[src/rtl/srtf_pkg.sv]
// ----------------------------------------------------------------------------
// srtf_pkg
// Shared types and constants of the signed radix text formatter: register
// indexes, reset values, character codes and the controller/datapath bundles.
// ----------------------------------------------------------------------------
package srtf_pkg;

    // Configuration register indexes
    localparam logic [1:0] CFG_RADIX    = 2'd0;
    localparam logic [1:0] CFG_SYM_LOW  = 2'd1;
    localparam logic [1:0] CFG_SYM_HIGH = 2'd2;
    localparam int         CFG_IDX_W    = 2;
    localparam int         CFG_DATA_W   = 64;

    // Register widths and reset values
    localparam int          RADIX_W         = 5;
    localparam int          SYM_W           = 8;
    localparam int          SYMS_PER_REG    = 8;
    localparam int          SYM_SLOTS       = 2 * SYMS_PER_REG;
    localparam logic [4:0]  RADIX_RESET     = 5'd10;
    localparam logic [63:0] SYM_LOW_RESET   = 64'h3736_3534_3332_3130; // "01234567"
    localparam logic [63:0] SYM_HIGH_RESET  = 64'h4645_4443_4241_3938; // "89ABCDEF"

    // Character codes
    localparam logic [7:0] SYM_PLUS  = 8'h2B;
    localparam logic [7:0] SYM_MINUS = 8'h2D;
    localparam logic [7:0] PRINT_LO  = 8'd32;
    localparam logic [7:0] PRINT_HI  = 8'd126;
    localparam logic [7:0] CHAR_NONE = 8'h00;

    // Quotient bits retired per divider cycle
    localparam int DIV_BITS = 8;

    // Controller states
    typedef enum logic [4:0] {
        S_IDLE = 5'b00001,
        S_DIV  = 5'b00010,
        S_SIGN = 5'b00100,
        S_EMIT = 5'b01000,
        S_ERR  = 5'b10000
    } t_state;

    // Commands from controller to datapath
    typedef struct packed {
        logic load;        // capture sign and magnitude of the accepted value
        logic div_step;    // run one divider cycle
        logic emit_sign;   // load '-' into the output register
        logic emit_digit;  // load the top digit symbol and pop it
        logic emit_err;    // load the error transaction
    } t_cmd;

    // Status from datapath to controller
    typedef struct packed {
        logic bad;         // alphabet is invalid
        logic neg;         // captured value was negative
        logic div_last;    // this divider cycle finishes a digit
        logic div_done;    // next quotient is zero or this digit fills the stack
        logic last_digit;  // one digit left on the stack
        logic out_free;    // output register can take a new transaction
    } t_stat;

endpackage

[src/rtl/signed_radix_text_formatter.sv]
// ----------------------------------------------------------------------------
// signed_radix_text_formatter
// Formats a signed integer as text in a configurable radix and alphabet.
// ----------------------------------------------------------------------------
// One value is taken at a time. After acceptance the divider produces the
// digits, least significant digit first, onto a digit stack (it retires 8
// quotient bits a cycle); then '-' (for negative values) and the digits go
// out most significant first, one character per cycle while the consumer is
// ready. The input is ready again once the last character sits in the
// output register. An invalid alphabet gives a single transaction with
// alphabet_bad and last set and character zero. Configuration writes are
// taken in every cycle out of reset and must only be issued while no value
// is in progress.
// ----------------------------------------------------------------------------
module signed_radix_text_formatter #(
    parameter int MAX_SYMBOLS = 16,
    parameter int VALUE_BITS  = 32
) (
    input  logic                            i_clk,
    input  logic                            i_rst_n,
    // Configuration write channel
    input  logic                            i_cfg_valid,
    output logic                            o_cfg_ready,
    input  logic [srtf_pkg::CFG_IDX_W-1:0]  i_cfg_index,
    input  logic [srtf_pkg::CFG_DATA_W-1:0] i_cfg_data,
    // Input channel
    input  logic                            i_in_valid,
    output logic                            o_in_ready,
    input  logic signed [VALUE_BITS-1:0]    i_value,
    // Output channel
    output logic                            o_out_valid,
    input  logic                            i_out_ready,
    output logic [srtf_pkg::SYM_W-1:0]      o_character,
    output logic                            o_last,
    output logic                            o_alphabet_bad
);

    srtf_pkg::t_cmd  cmd;
    srtf_pkg::t_stat stat;

    // Refuse writes while reset is held
    assign o_cfg_ready = i_rst_n;

    // Sequencer
    srtf_ctrl u_ctrl (
        .i_clk      (i_clk),
        .i_rst_n    (i_rst_n),
        .i_in_valid (i_in_valid),
        .o_in_ready (o_in_ready),
        .i_stat     (stat),
        .o_cmd      (cmd)
    );

    // Datapath
    srtf_dp #(
        .MAX_SYMBOLS (MAX_SYMBOLS),
        .VALUE_BITS  (VALUE_BITS)
    ) u_dp (
        .i_clk          (i_clk),
        .i_rst_n        (i_rst_n),
        .i_cfg_valid    (i_cfg_valid),
        .i_cfg_index    (i_cfg_index),
        .i_cfg_data     (i_cfg_data),
        .i_value        (i_value),
        .i_cmd          (cmd),
        .o_stat         (stat),
        .i_out_ready    (i_out_ready),
        .o_out_valid    (o_out_valid),
        .o_character    (o_character),
        .o_last         (o_last),
        .o_alphabet_bad (o_alphabet_bad)
    );

endmodule

[src/rtl/srtf_ctrl.sv]
// ----------------------------------------------------------------------------
// srtf_ctrl
// Sequencer of the formatter: accepts a value, runs the digit divider, then
// emits the sign and the digits one transaction at a time.
// ----------------------------------------------------------------------------
module srtf_ctrl (
    input  logic           i_clk,
    input  logic           i_rst_n,
    input  logic           i_in_valid,
    output logic           o_in_ready,
    input  srtf_pkg::t_stat i_stat,
    output srtf_pkg::t_cmd  o_cmd
);

    srtf_pkg::t_state r_state;
    srtf_pkg::t_state n_state;

    // State register
    always_ff @(posedge i_clk) begin
        if (!i_rst_n) begin
            r_state <= srtf_pkg::S_IDLE;
        end else begin
            r_state <= n_state;
        end
    end

    // Next state and commands
    always_comb begin
        n_state    = r_state;
        o_cmd      = '0;
        o_in_ready = 1'b0;
        unique case (r_state)
            srtf_pkg::S_IDLE: begin
                // Take nothing while reset is held
                o_in_ready = i_rst_n;
                if (i_in_valid && i_rst_n) begin
                    o_cmd.load = 1'b1;
                    n_state    = i_stat.bad ? srtf_pkg::S_ERR : srtf_pkg::S_DIV;
                end
            end
            srtf_pkg::S_DIV: begin
                o_cmd.div_step = 1'b1;
                if (i_stat.div_last && i_stat.div_done) begin
                    n_state = i_stat.neg ? srtf_pkg::S_SIGN : srtf_pkg::S_EMIT;
                end
            end
            srtf_pkg::S_SIGN: begin
                if (i_stat.out_free) begin
                    o_cmd.emit_sign = 1'b1;
                    n_state         = srtf_pkg::S_EMIT;
                end
            end
            srtf_pkg::S_EMIT: begin
                if (i_stat.out_free) begin
                    o_cmd.emit_digit = 1'b1;
                    if (i_stat.last_digit) begin
                        n_state = srtf_pkg::S_IDLE;
                    end
                end
            end
            srtf_pkg::S_ERR: begin
                if (i_stat.out_free) begin
                    o_cmd.emit_err = 1'b1;
                    n_state        = srtf_pkg::S_IDLE;
                end
            end
            default: begin
                n_state = srtf_pkg::S_IDLE;
            end
        endcase
    end

endmodule

[src/rtl/srtf_dp.sv]
// ----------------------------------------------------------------------------
// srtf_dp
// Datapath of the formatter: configuration registers, alphabet check,
// radix divider, digit stack and output register.
// ----------------------------------------------------------------------------
module srtf_dp #(
    parameter int MAX_SYMBOLS = 16,
    parameter int VALUE_BITS  = 32
) (
    input  logic                                i_clk,
    input  logic                                i_rst_n,
    input  logic                                i_cfg_valid,
    input  logic [srtf_pkg::CFG_IDX_W-1:0]      i_cfg_index,
    input  logic [srtf_pkg::CFG_DATA_W-1:0]     i_cfg_data,
    input  logic signed [VALUE_BITS-1:0]        i_value,
    input  srtf_pkg::t_cmd                      i_cmd,
    output srtf_pkg::t_stat                     o_stat,
    input  logic                                i_out_ready,
    output logic                                o_out_valid,
    output logic [srtf_pkg::SYM_W-1:0]          o_character,
    output logic                                o_last,
    output logic                                o_alphabet_bad
);

    localparam int DIGIT_W = (MAX_SYMBOLS > 2) ? $clog2(MAX_SYMBOLS) : 1;
    localparam int REM_W   = DIGIT_W + 1;
    localparam int PASSES  = (VALUE_BITS + srtf_pkg::DIV_BITS - 1) / srtf_pkg::DIV_BITS;
    localparam int QUOT_W  = PASSES * srtf_pkg::DIV_BITS;
    localparam int PASS_W  = (PASSES > 1) ? $clog2(PASSES) : 1;
    localparam int DEPTH   = VALUE_BITS + 1;
    localparam int CNT_W   = $clog2(DEPTH + 1);

    // Configuration registers
    logic [srtf_pkg::RADIX_W-1:0] r_radix;
    logic [63:0]                  r_sym_low;
    logic [63:0]                  r_sym_high;

    // Divider and digit stack
    logic [QUOT_W-1:0]  r_quot;
    logic [REM_W-1:0]   r_rem;
    logic [PASS_W-1:0]  r_pass;
    logic [CNT_W-1:0]   r_count;
    logic               r_neg;
    logic [DIGIT_W-1:0] r_stack [DEPTH];

    logic [QUOT_W-1:0]  n_quot;
    logic [REM_W-1:0]   n_rem;

    // Output register
    logic                       r_out_valid;
    logic [srtf_pkg::SYM_W-1:0] r_character;
    logic                       r_last;
    logic                       r_bad;

    logic [srtf_pkg::SYM_W-1:0] sym [srtf_pkg::SYM_SLOTS];
    logic                       alpha_bad;
    logic [VALUE_BITS-1:0]      v_u;
    logic [VALUE_BITS-1:0]      mag;
    logic [REM_W-1:0]           radix_d;
    logic                       out_free;

    // Write configuration registers
    always_ff @(posedge i_clk) begin
        if (!i_rst_n) begin
            r_radix    <= srtf_pkg::RADIX_RESET;
            r_sym_low  <= srtf_pkg::SYM_LOW_RESET;
            r_sym_high <= srtf_pkg::SYM_HIGH_RESET;
        end else if (i_cfg_valid) begin
            unique case (i_cfg_index)
                srtf_pkg::CFG_RADIX:    r_radix    <= i_cfg_data[srtf_pkg::RADIX_W-1:0];
                srtf_pkg::CFG_SYM_LOW:  r_sym_low  <= i_cfg_data;
                srtf_pkg::CFG_SYM_HIGH: r_sym_high <= i_cfg_data;
                default: ;
            endcase
        end
    end

    // Unpack symbol bytes
    always_comb begin
        for (int k = 0; k < srtf_pkg::SYMS_PER_REG; k++) begin
            sym[k]                         = r_sym_low[k*srtf_pkg::SYM_W +: srtf_pkg::SYM_W];
            sym[k + srtf_pkg::SYMS_PER_REG] = r_sym_high[k*srtf_pkg::SYM_W +: srtf_pkg::SYM_W];
        end
    end

    // Check the alphabet in use: radix range, forbidden symbols, repeats
    always_comb begin
        alpha_bad = (r_radix < srtf_pkg::RADIX_W'(2)) ||
                    (r_radix > srtf_pkg::RADIX_W'(MAX_SYMBOLS));
        for (int i = 0; i < MAX_SYMBOLS; i++) begin
            if (srtf_pkg::RADIX_W'(i) < r_radix) begin
                if (sym[i] == srtf_pkg::SYM_PLUS || sym[i] == srtf_pkg::SYM_MINUS ||
                    sym[i] < srtf_pkg::PRINT_LO || sym[i] > srtf_pkg::PRINT_HI) begin
                    alpha_bad = 1'b1;
                end
                for (int j = i + 1; j < MAX_SYMBOLS; j++) begin
                    if (srtf_pkg::RADIX_W'(j) < r_radix && sym[i] == sym[j]) begin
                        alpha_bad = 1'b1;
                    end
                end
            end
        end
    end

    // Magnitude of the incoming value
    assign v_u     = $unsigned(i_value);
    assign mag     = v_u[VALUE_BITS-1] ? (~v_u + 1'b1) : v_u;
    assign radix_d = r_radix[REM_W-1:0];

    // One divider cycle: retire DIV_BITS quotient bits, restoring style
    always_comb begin
        logic [REM_W-1:0]  rem_t;
        logic [QUOT_W-1:0] q_t;
        rem_t = r_rem;
        q_t   = r_quot;
        for (int k = 0; k < srtf_pkg::DIV_BITS; k++) begin
            rem_t = {rem_t[DIGIT_W-1:0], q_t[QUOT_W-1]};
            q_t   = {q_t[QUOT_W-2:0], 1'b0};
            if (rem_t >= radix_d) begin
                rem_t  = rem_t - radix_d;
                q_t[0] = 1'b1;
            end
        end
        n_rem  = rem_t;
        n_quot = q_t;
    end

    // Divider control counters
    always_ff @(posedge i_clk) begin
        if (!i_rst_n) begin
            r_pass  <= '0;
            r_count <= '0;
        end else if (i_cmd.load) begin
            r_pass  <= '0;
            r_count <= '0;
        end else if (i_cmd.div_step) begin
            if (o_stat.div_last) begin
                r_pass  <= '0;
                r_count <= r_count + 1'b1;
            end else begin
                r_pass  <= r_pass + 1'b1;
            end
        end else if (i_cmd.emit_digit) begin
            r_count <= r_count - 1'b1;
        end
    end

    // Divider data and digit stack: push on digit done, pop on emit
    always_ff @(posedge i_clk) begin
        if (i_cmd.load) begin
            r_quot <= QUOT_W'(mag);
            r_rem  <= '0;
            r_neg  <= v_u[VALUE_BITS-1];
        end else if (i_cmd.div_step) begin
            r_quot <= n_quot;
            if (o_stat.div_last) begin
                r_rem <= '0;
                for (int k = DEPTH - 1; k > 0; k--) begin
                    r_stack[k] <= r_stack[k-1];
                end
                r_stack[0] <= n_rem[DIGIT_W-1:0];
            end else begin
                r_rem <= n_rem;
            end
        end else if (i_cmd.emit_digit) begin
            for (int k = 0; k < DEPTH - 1; k++) begin
                r_stack[k] <= r_stack[k+1];
            end
        end
    end

    // Output register valid: set on any emit command, drop when taken
    assign out_free = !r_out_valid || i_out_ready;

    always_ff @(posedge i_clk) begin
        if (!i_rst_n) begin
            r_out_valid <= 1'b0;
        end else if (i_cmd.emit_sign || i_cmd.emit_digit || i_cmd.emit_err) begin
            r_out_valid <= 1'b1;
        end else if (i_out_ready) begin
            r_out_valid <= 1'b0;
        end
    end

    // Output register payload
    always_ff @(posedge i_clk) begin
        if (i_cmd.emit_sign) begin
            r_character <= srtf_pkg::SYM_MINUS;
            r_last      <= 1'b0;
            r_bad       <= 1'b0;
        end else if (i_cmd.emit_digit) begin
            r_character <= sym[4'(r_stack[0])];
            r_last      <= o_stat.last_digit;
            r_bad       <= 1'b0;
        end else if (i_cmd.emit_err) begin
            r_character <= srtf_pkg::CHAR_NONE;
            r_last      <= 1'b1;
            r_bad       <= 1'b1;
        end
    end

    // Status to the controller
    always_comb begin
        o_stat.bad        = alpha_bad;
        o_stat.neg        = r_neg;
        o_stat.div_last   = (r_pass == PASS_W'(PASSES - 1));
        o_stat.div_done   = (n_quot == '0) || (r_count == CNT_W'(VALUE_BITS));
        o_stat.last_digit = (r_count == CNT_W'(1));
        o_stat.out_free   = out_free;
    end

    assign o_out_valid    = r_out_valid;
    assign o_character    = r_character;
    assign o_last         = r_last;
    assign o_alphabet_bad = r_bad;

endmodule

[config.mk]
export PLATFORM = sky130hd
export DESIGN_NAME = signed_radix_text_formatter
export DESIGN_NICKNAME = d
export VERILOG_FILES = /design/src/rtl/srtf_pkg.sv /design/src/rtl/signed_radix_text_formatter.sv /design/src/rtl/srtf_ctrl.sv /design/src/rtl/srtf_dp.sv
export SDC_FILE = /design/constraint.sdc
export NUM_CORES = 2
export LEC_CHECK = 0
export BUFFER_PORTS_ARGS = -buffer_cell sky130_fd_sc_hd__buf_2
export CAP_MARGIN = 20
export CELL_PAD_IN_SITES_DETAIL_PLACEMENT = 0
export CELL_PAD_IN_SITES_GLOBAL_PLACEMENT = 1
export CORE_UTILIZATION = 49
export DETAILED_ROUTE_END_ITERATION = 8
export PLACE_DENSITY_LB_ADDON = 0.1
export SLEW_MARGIN = 10
export SYNTH_ARGS = -nofsm -noshare
export SYNTH_HDL_FRONTEND = slang
export SYNTH_SLANG_ARGS = --single-unit
[constraint.sdc]
create_clock -name i_clk -period 13.1 [get_ports i_clk]
set_input_delay 1.965 -clock i_clk [delete_from_list [all_inputs] [get_ports i_clk]]
set_output_delay 1.965 -clock i_clk [all_outputs]
set_load 0.1 [all_outputs]
Word-level counts from Yosys, hierarchy flattened
Memories as Yosys holds them, arrays and structs flattened.
Cells that the tools add are included.
{ "classes": {"n_addsub": 12, "order_cmp": 59, "n_eq_ne": 169, "mux": 242, "n_bitwise": 35, "n_reduce_logical": 189} }
{ "ops": {"columns": ["cell", "n"], "rows": [
  ["$eq A8 B8 Y1", 120],
  ["$eq A8 B6 Y1 const B", 32],
  ["$mux W1", 180],
  ["$mux W4", 42],
  ["$gt A8 B7 Y1 const B", 16],
  ["$lt A8 B6 Y1 const B", 16],
  ["$logic_and A1 B1 Y1", 122],
  ["$mux W32", 3],
  ["$logic_or A1 B1 Y1", 53],
  ["$ge A5 B5 Y1", 8],
  ["$lt A4 B5 Y1 const A", 8],
  ["$mux W5", 7],
  ["$add A32 B1 Y32 const B", 1],
  ["$bmux W8 S4", 1],
  ["$logic_not A32 Y1", 1],
  ["$mux W8", 4],
  ["$not A32 Y32", 1],
  ["$or A1 B1 Y1", 32],
  ["$sub A4 B4 Y4", 8],
  ["$pmux W5 S5", 1],
  ["$lt A3 B5 Y1 const A", 4],
  ["$mux W6", 3],
  ["$ne A2 B1 Y1 const B", 6],
  ["$lt A1 B5 Y1 const A", 2],
  ["26 further kinds", 35]
]} }
{ "word_totals": {"register_bits": 194, "mem_bits_rw": 132, "in_bits": 103, "out_inout_bits": 13, "mem_count": 1} }
{ "mem_list": {"columns": ["name", "words", "width", "rd", "rd_ports_with_merged_regs", "write_ports", "line_no", "rtl"], "rows": [
  ["u_dp.r_stack", 33, 4, 33, 0, 33, "srtf_dp.sv:44", "logic [DIGIT_W-1:0] r_stack [DEPTH];"]
]} }

Depth between registers and ports, before layout
{ "depth": {"ltp_word": 159, "mapped_depth": 55, "mapped_depth_nobuf": 54} }

Cells and area by module
Synthesis repeated with hierarchy kept, for this count alone.
{ "hier_totals": {"cells_unflattened": 3246, "hier_area_um2": 29137.9} }
{ "by_module_without_submodules": {"columns": ["module", "instances", "cells_each", "area_per_inst_um2"], "rows": [
  ["srtf_dp", 1, 3195, 28716.3],
  ["srtf_ctrl", 1, 50, 414.1],
  ["signed_radix_text_formatter", 1, 1, 7.5]
]} }

Worst setup path after synthesis
No wires, ideal clock.
{ "synth_timing": {"path_type": "flip-flop to flip-flop", "start": "register u_dp.r_radix[1] (netlist bit)", "end": "memory u_dp.r_stack[0][2] (netlist bit) (data pin)", "setup_time_ps": 260, "t_arrival_ps": 11211, "t_required_ps": 12840, "path_slack_ps": 1629, "path_stages_with_launch": 47, "path_buffers": 1, "cell_sequence": "dfxtp_1 buf_2 inv_1 ha_1 nor2b_1 o21ai_0 a31oi_1 a211oi_2 o21ai_0 ha_1 a21o_1 a21o_1 a21oi_1 o21ai_1 mux2_2 ha_1 a21oi_1 o21ai_1 [... 11 more ...] a21o_1 a21oi_1 o21ai_1 a21oi_1 ha_1 nor2b_1 o21ai_0 a31oi_1 a211oi_1 o21ai_0 ha_1 a21o_1 a21o_1 a21oi_1 nor2_1 nor2_1 mux2_2 mux2_2"} }
{ "synth_lines": {"columns": ["item", "line_no", "rtl"], "rows": [
  ["from (decl)", "srtf_dp.sv:34", "logic [srtf_pkg::RADIX_W-1:0] r_radix;"],
  ["from (signal assigned)", "srtf_dp.sv:65", "r_radix <= srtf_pkg::RADIX_RESET;"],
  ["from (signal assigned)", "srtf_dp.sv:70", "srtf_pkg::CFG_RADIX: r_radix <= i_cfg_data[srtf_pkg::RADIX_W-1:0];"],
  ["to (decl)", "srtf_dp.sv:44", null]
]} }

==> results.md <==
- The detail-routed via count per cell is about 6.2.
- The max-slew violation total from the final report is 0.
- Counting every net in the synthesized netlist gives 3625.
- The sequential share of the synthesized area is 28.3%.
- The critical path in this run is classified as reg2reg.
- The first global-routing pass estimated 163000 um of wire.
- Max-cap violations in this run came to 0.
- The number of H-tree levels is 2.
- Total power for the finished layout comes to 7.16 mW.
- The horizontal die dimension is 245 um.
- Buffers inserted to repair hold after CTS numbered 0.
- The count of pins on the block boundary is 116.
- The actual transition at the worst max-transition pin is 1.20 ns.
- The Yosys step of the flow raised 0 warnings.
- The number of DRC markers after the initial detailed-route iteration is 2790.
- The highest ir drop seen on vdd is approximately 0.00047 V.
- The final total negative setup slack is 0 ns.
- The final wirelength is 109000 um.
- Setup repair after global routing left no endpoint under its margin.
- The biggest fanout along the worst timing path is 14.
- The arrival time reported for the critical path endpoint is 12.14 ns.
- The area growth from synthesis to layout is 8.36%.
- The initial core utilization is 49.8%.
- The type of the tightest min-delay check is reg2reg.
- The maximum clock skew at final layout is 0.0281 ns.
- The HPWL after detailed placement is 68300 um.
- Clock latency on the worst-skew pair, taken at its later pin, is 0.59 ns.
- After detailed routing, the number of remaining DRC violations is 0.
- Measured along the y axis, the die boundary spans 245 um.
- The run finished with clean final reports.
- The cell with the largest stage delay on the worst path is sky130_fd_sc_hd__dfxtp_2.
- The worst setup path is captured at a register.
- The floorplan has 88 rows.
- The startpoint of the most critical hold path is u_dp.r_stack[0][127]$_DFFE_PP_.
- Hold is met by 0.457 ns.
- Based on the critical path, the design can be clocked at up to 0.0847 GHz.
- Global routing used 35.9% of the available tracks across all layers.
- The global route total overflow is 0.
- Counting the buffers created by CTS gives 38.
- For the finished layout, the period the worst path requires is 11.81 ns.
- The cell that appears most often on the critical path is sky130_fd_sc_hd__ha_1.
- The power per cell area is roughly 230 nW/um^2.
- For this run, asynchronously set or reset flops after synthesis account for 0%.
- The post-synthesis register bit count is between 300 and 400.
- The most used flip-flop cell after synthesis is sky130_fd_sc_hd__edfxtp_1.
- Counting every instance in the synthesized netlist gives 3468.
- Entering global routing, the biggest net connects 102 pins.
- The origin of the worst setup path is u_dp.r_radix[2]$_SDFFE_PN0P_.
- The number of hold violations in the final report is 0.
- The final clock period utilization by the worst path is ~90%.
- The clock net in this run drives a total of 326 sinks.
- TritonCTS built the clock tree.
- A synthesized cell averages between 8 and 9 sq um.
- The final weighted congestion of routability-driven global placement is 1.01.
- The most common library cell in the layout ignoring fill and taps is sky130_fd_sc_hd__nand2_1.
- In this run the clock root is driven by a sky130_fd_sc_hd__clkbuf_16.
- Counting distinct cell types in the post-synthesis netlist gives 73.
- The startpoint identified for the worst register-to-register timing path is u_dp.r_radix[2]$_SDFFE_PN0P_.
- The type of element launching the critical path is a register.
- The required time at the worst-slack endpoint is 13.43 ns.
- In this run the tool buffered the top-level ports with 115 buffer cells.
- The leakage dissipation is 11.6 nW.
- Setup violations remaining at the end of the flow were counted as 0.
- The number of flops mapped to enable cells by yosys is 165.
- The floorplan step defined a die boundary enclosing 59900 sq um.
- The synthesized netlist occupies a cell area of 28900 sq um.
- The count of nets left with antenna violations once routing finished came out at 0.
- The first TritonRoute pass finished after 6 iterations.
- Once the clock tree was built, the resizer swapped 0 gates to a different size.
- The library cells used most frequently in the layout, excluding fill and tap cells, are sky130_fd_sc_hd__nand2_1, sky130_fd_sc_hd__xnor2_1, sky130_fd_sc_hd__xor2_1.
- Once the clock tree was built, the setup fixing pass inserted 0 buffers.
- The filler cell count in the final layout is between 5000 and 6000.
- The number of antenna violations at the first check in global routing is 3.
- Dividing the detail-routed wire length by the instance count gives 26.0 um.
- The number of global-route vias before repair is 25503.
- No sink is reached through more buffers than the 3 on the longest clock path.
- The relative max-transition margin is 19.7%.
- Cells with a size suffix above 1 make up approximately an eighth of the layout.
- The clock-pin slew on the worst setup and hold paths is 0.06 ns.
- In this run the standard cell core region covers 57900 sq um.
- The total number of nets in the final design is 3558.
- The total via count in the routed design is 26170.
- The highest cell delay on the worst timing path is between 0.5 and 0.6 ns.
[Yosys cell counts (15+ instances only)]
master / n / area [sq um]
sky130_fd_sc_hd__a21boi_0: 81 / 608
sky130_fd_sc_hd__a21o_1: 24 / 180
sky130_fd_sc_hd__a21oi_1: 59 / 295
sky130_fd_sc_hd__a31oi_1: 41 / 257
sky130_fd_sc_hd__buf_1: 92 / 345
sky130_fd_sc_hd__buf_2: 136 / 681
sky130_fd_sc_hd__clkbuf_1: 139 / 522
sky130_fd_sc_hd__dfxtp_1: 161 / 3220
sky130_fd_sc_hd__edfxtp_1: 165 / 4950
sky130_fd_sc_hd__ha_1: 46 / 576
sky130_fd_sc_hd__inv_1: 35 / 131
sky130_fd_sc_hd__mux2_2: 21 / 236
sky130_fd_sc_hd__mux4_2: 40 / 901
sky130_fd_sc_hd__nand2_1: 701 / 2630
sky130_fd_sc_hd__nand3_1: 74 / 370
sky130_fd_sc_hd__nand4_1: 170 / 1060
sky130_fd_sc_hd__nor2_1: 71 / 267
sky130_fd_sc_hd__nor3_1: 76 / 380
sky130_fd_sc_hd__nor4_1: 100 / 626
sky130_fd_sc_hd__nor4b_1: 15 / 131
sky130_fd_sc_hd__o21ai_0: 43 / 215
sky130_fd_sc_hd__o31ai_1: 29 / 218
sky130_fd_sc_hd__xnor2_1: 644 / 5640
sky130_fd_sc_hd__xor2_1: 355 / 3110
[metrics by stage]
| stage | setup WS [ns] | area (sq um) | cells | utilization [%] |
|---|---|---|---|---|
| floorplan | 1.63 | 28900 | 3468 | - |
| global placement | 0.585 | 30000 | 4126 | 51.8 |
| detailed placement | 0.350 | 30000 | 4126 | 51.8 |
| global route | 0.0505 | 31300 | 4195 | 54.0 |
| finish | 1.29 | 31300 | 4199 | 54.0 |
| CTS | 0.319 | 31200 | 4195 | 53.9 |
[power breakdown]
part / internal, mW / total (mW) / switching, mW
Sequential: 1.37 / 1.47 / 0.0998
Combinational: 2.15 / 4.62 / 2.46
Clock: 0.625 / 1.08 / 0.452
Total: 4.15 / 7.16 / 3.02
[worst max-delay path, delay by kind of cell, from the launching register on]
kind	cells	cell delay, ns
flops	1	0.52
buf+inv	3	0.57
compound gates	25	4.96
simple gates	4	0.61
fa+ha+maj	8	2.66
mux	6	2.22
[logic make-up (layout without fill, tap and decap cells)]
| logic type | Yosys count | count (layout) | share of synthesized area [%] |
|---|---|---|---|
| xor+xnor | 999 | 999 | 30.3 |
| fa+ha+maj | 54 | 54 | 2.55 |
| mux | 66 | 66 | 4.11 |
| simple gates | 1267 | 1267 | 20.5 |
| flops | 326 | 326 | 28.3 |
| compound gates | 352 | 352 | 8.37 |
| other cells | 0 | 4 | 0 |
| buf+inv | 404 | 366 | 5.86 |
[final timing paths]
| path | cells after the start | endpoint | slack (ns) |
|---|---|---|---|
| setup / recovery | 46 | u_dp.r_stack[0][2]$_DFFE_PP_ | 1.29 |
| hold / removal | 0 | u_dp.r_stack[0][131]$_DFFE_PP_ | 0.46 |
| setup reg to reg | 46 | u_dp.r_stack[0][2]$_DFFE_PP_ | 1.29 |
| hold reg to reg | 0 | u_dp.r_stack[0][131]$_DFFE_PP_ | 0.46 |
[metal layers]
metal	part of all wire [%]	vias up	track usage, %
met5	0	-	0
met4	6.4	0	19.8
met3	11	450	9.30
met2	43	1504	54.9
met1	40	12589	46.2
li1	-	11627	-
[layout make-up]
class / instances / area, sq um / share of cell area [%]
diodes: 4 / 10.0 / 0.0320
clock buffers: 53 / 1090 / 3.48
clock inverters: 16 / 174 / 0.556
inverters: 36 / 138 / 0.440
multi-input cells: 2738 / 19000 / 60.9
flip-flops and latches: 326 / 8190 / 26.2
well taps: 765 / 957 / 3.06
repair buffers: 261 / 1670 / 5.35
[registers in the layout, summed over array words and instances (netlist names), 2 cells and up]
name	count
u_dp.r_stack	132
u_dp.r_sym_high	64
u_dp.r_sym_low	64
u_dp.r_quot	32
u_dp.o_character	8
u_dp.r_count	6
u_ctrl.r_state	5
u_dp.r_radix	5
u_dp.r_rem	4
u_dp.r_pass	2
Note: power is estimated with default switching activity, not from simulation.
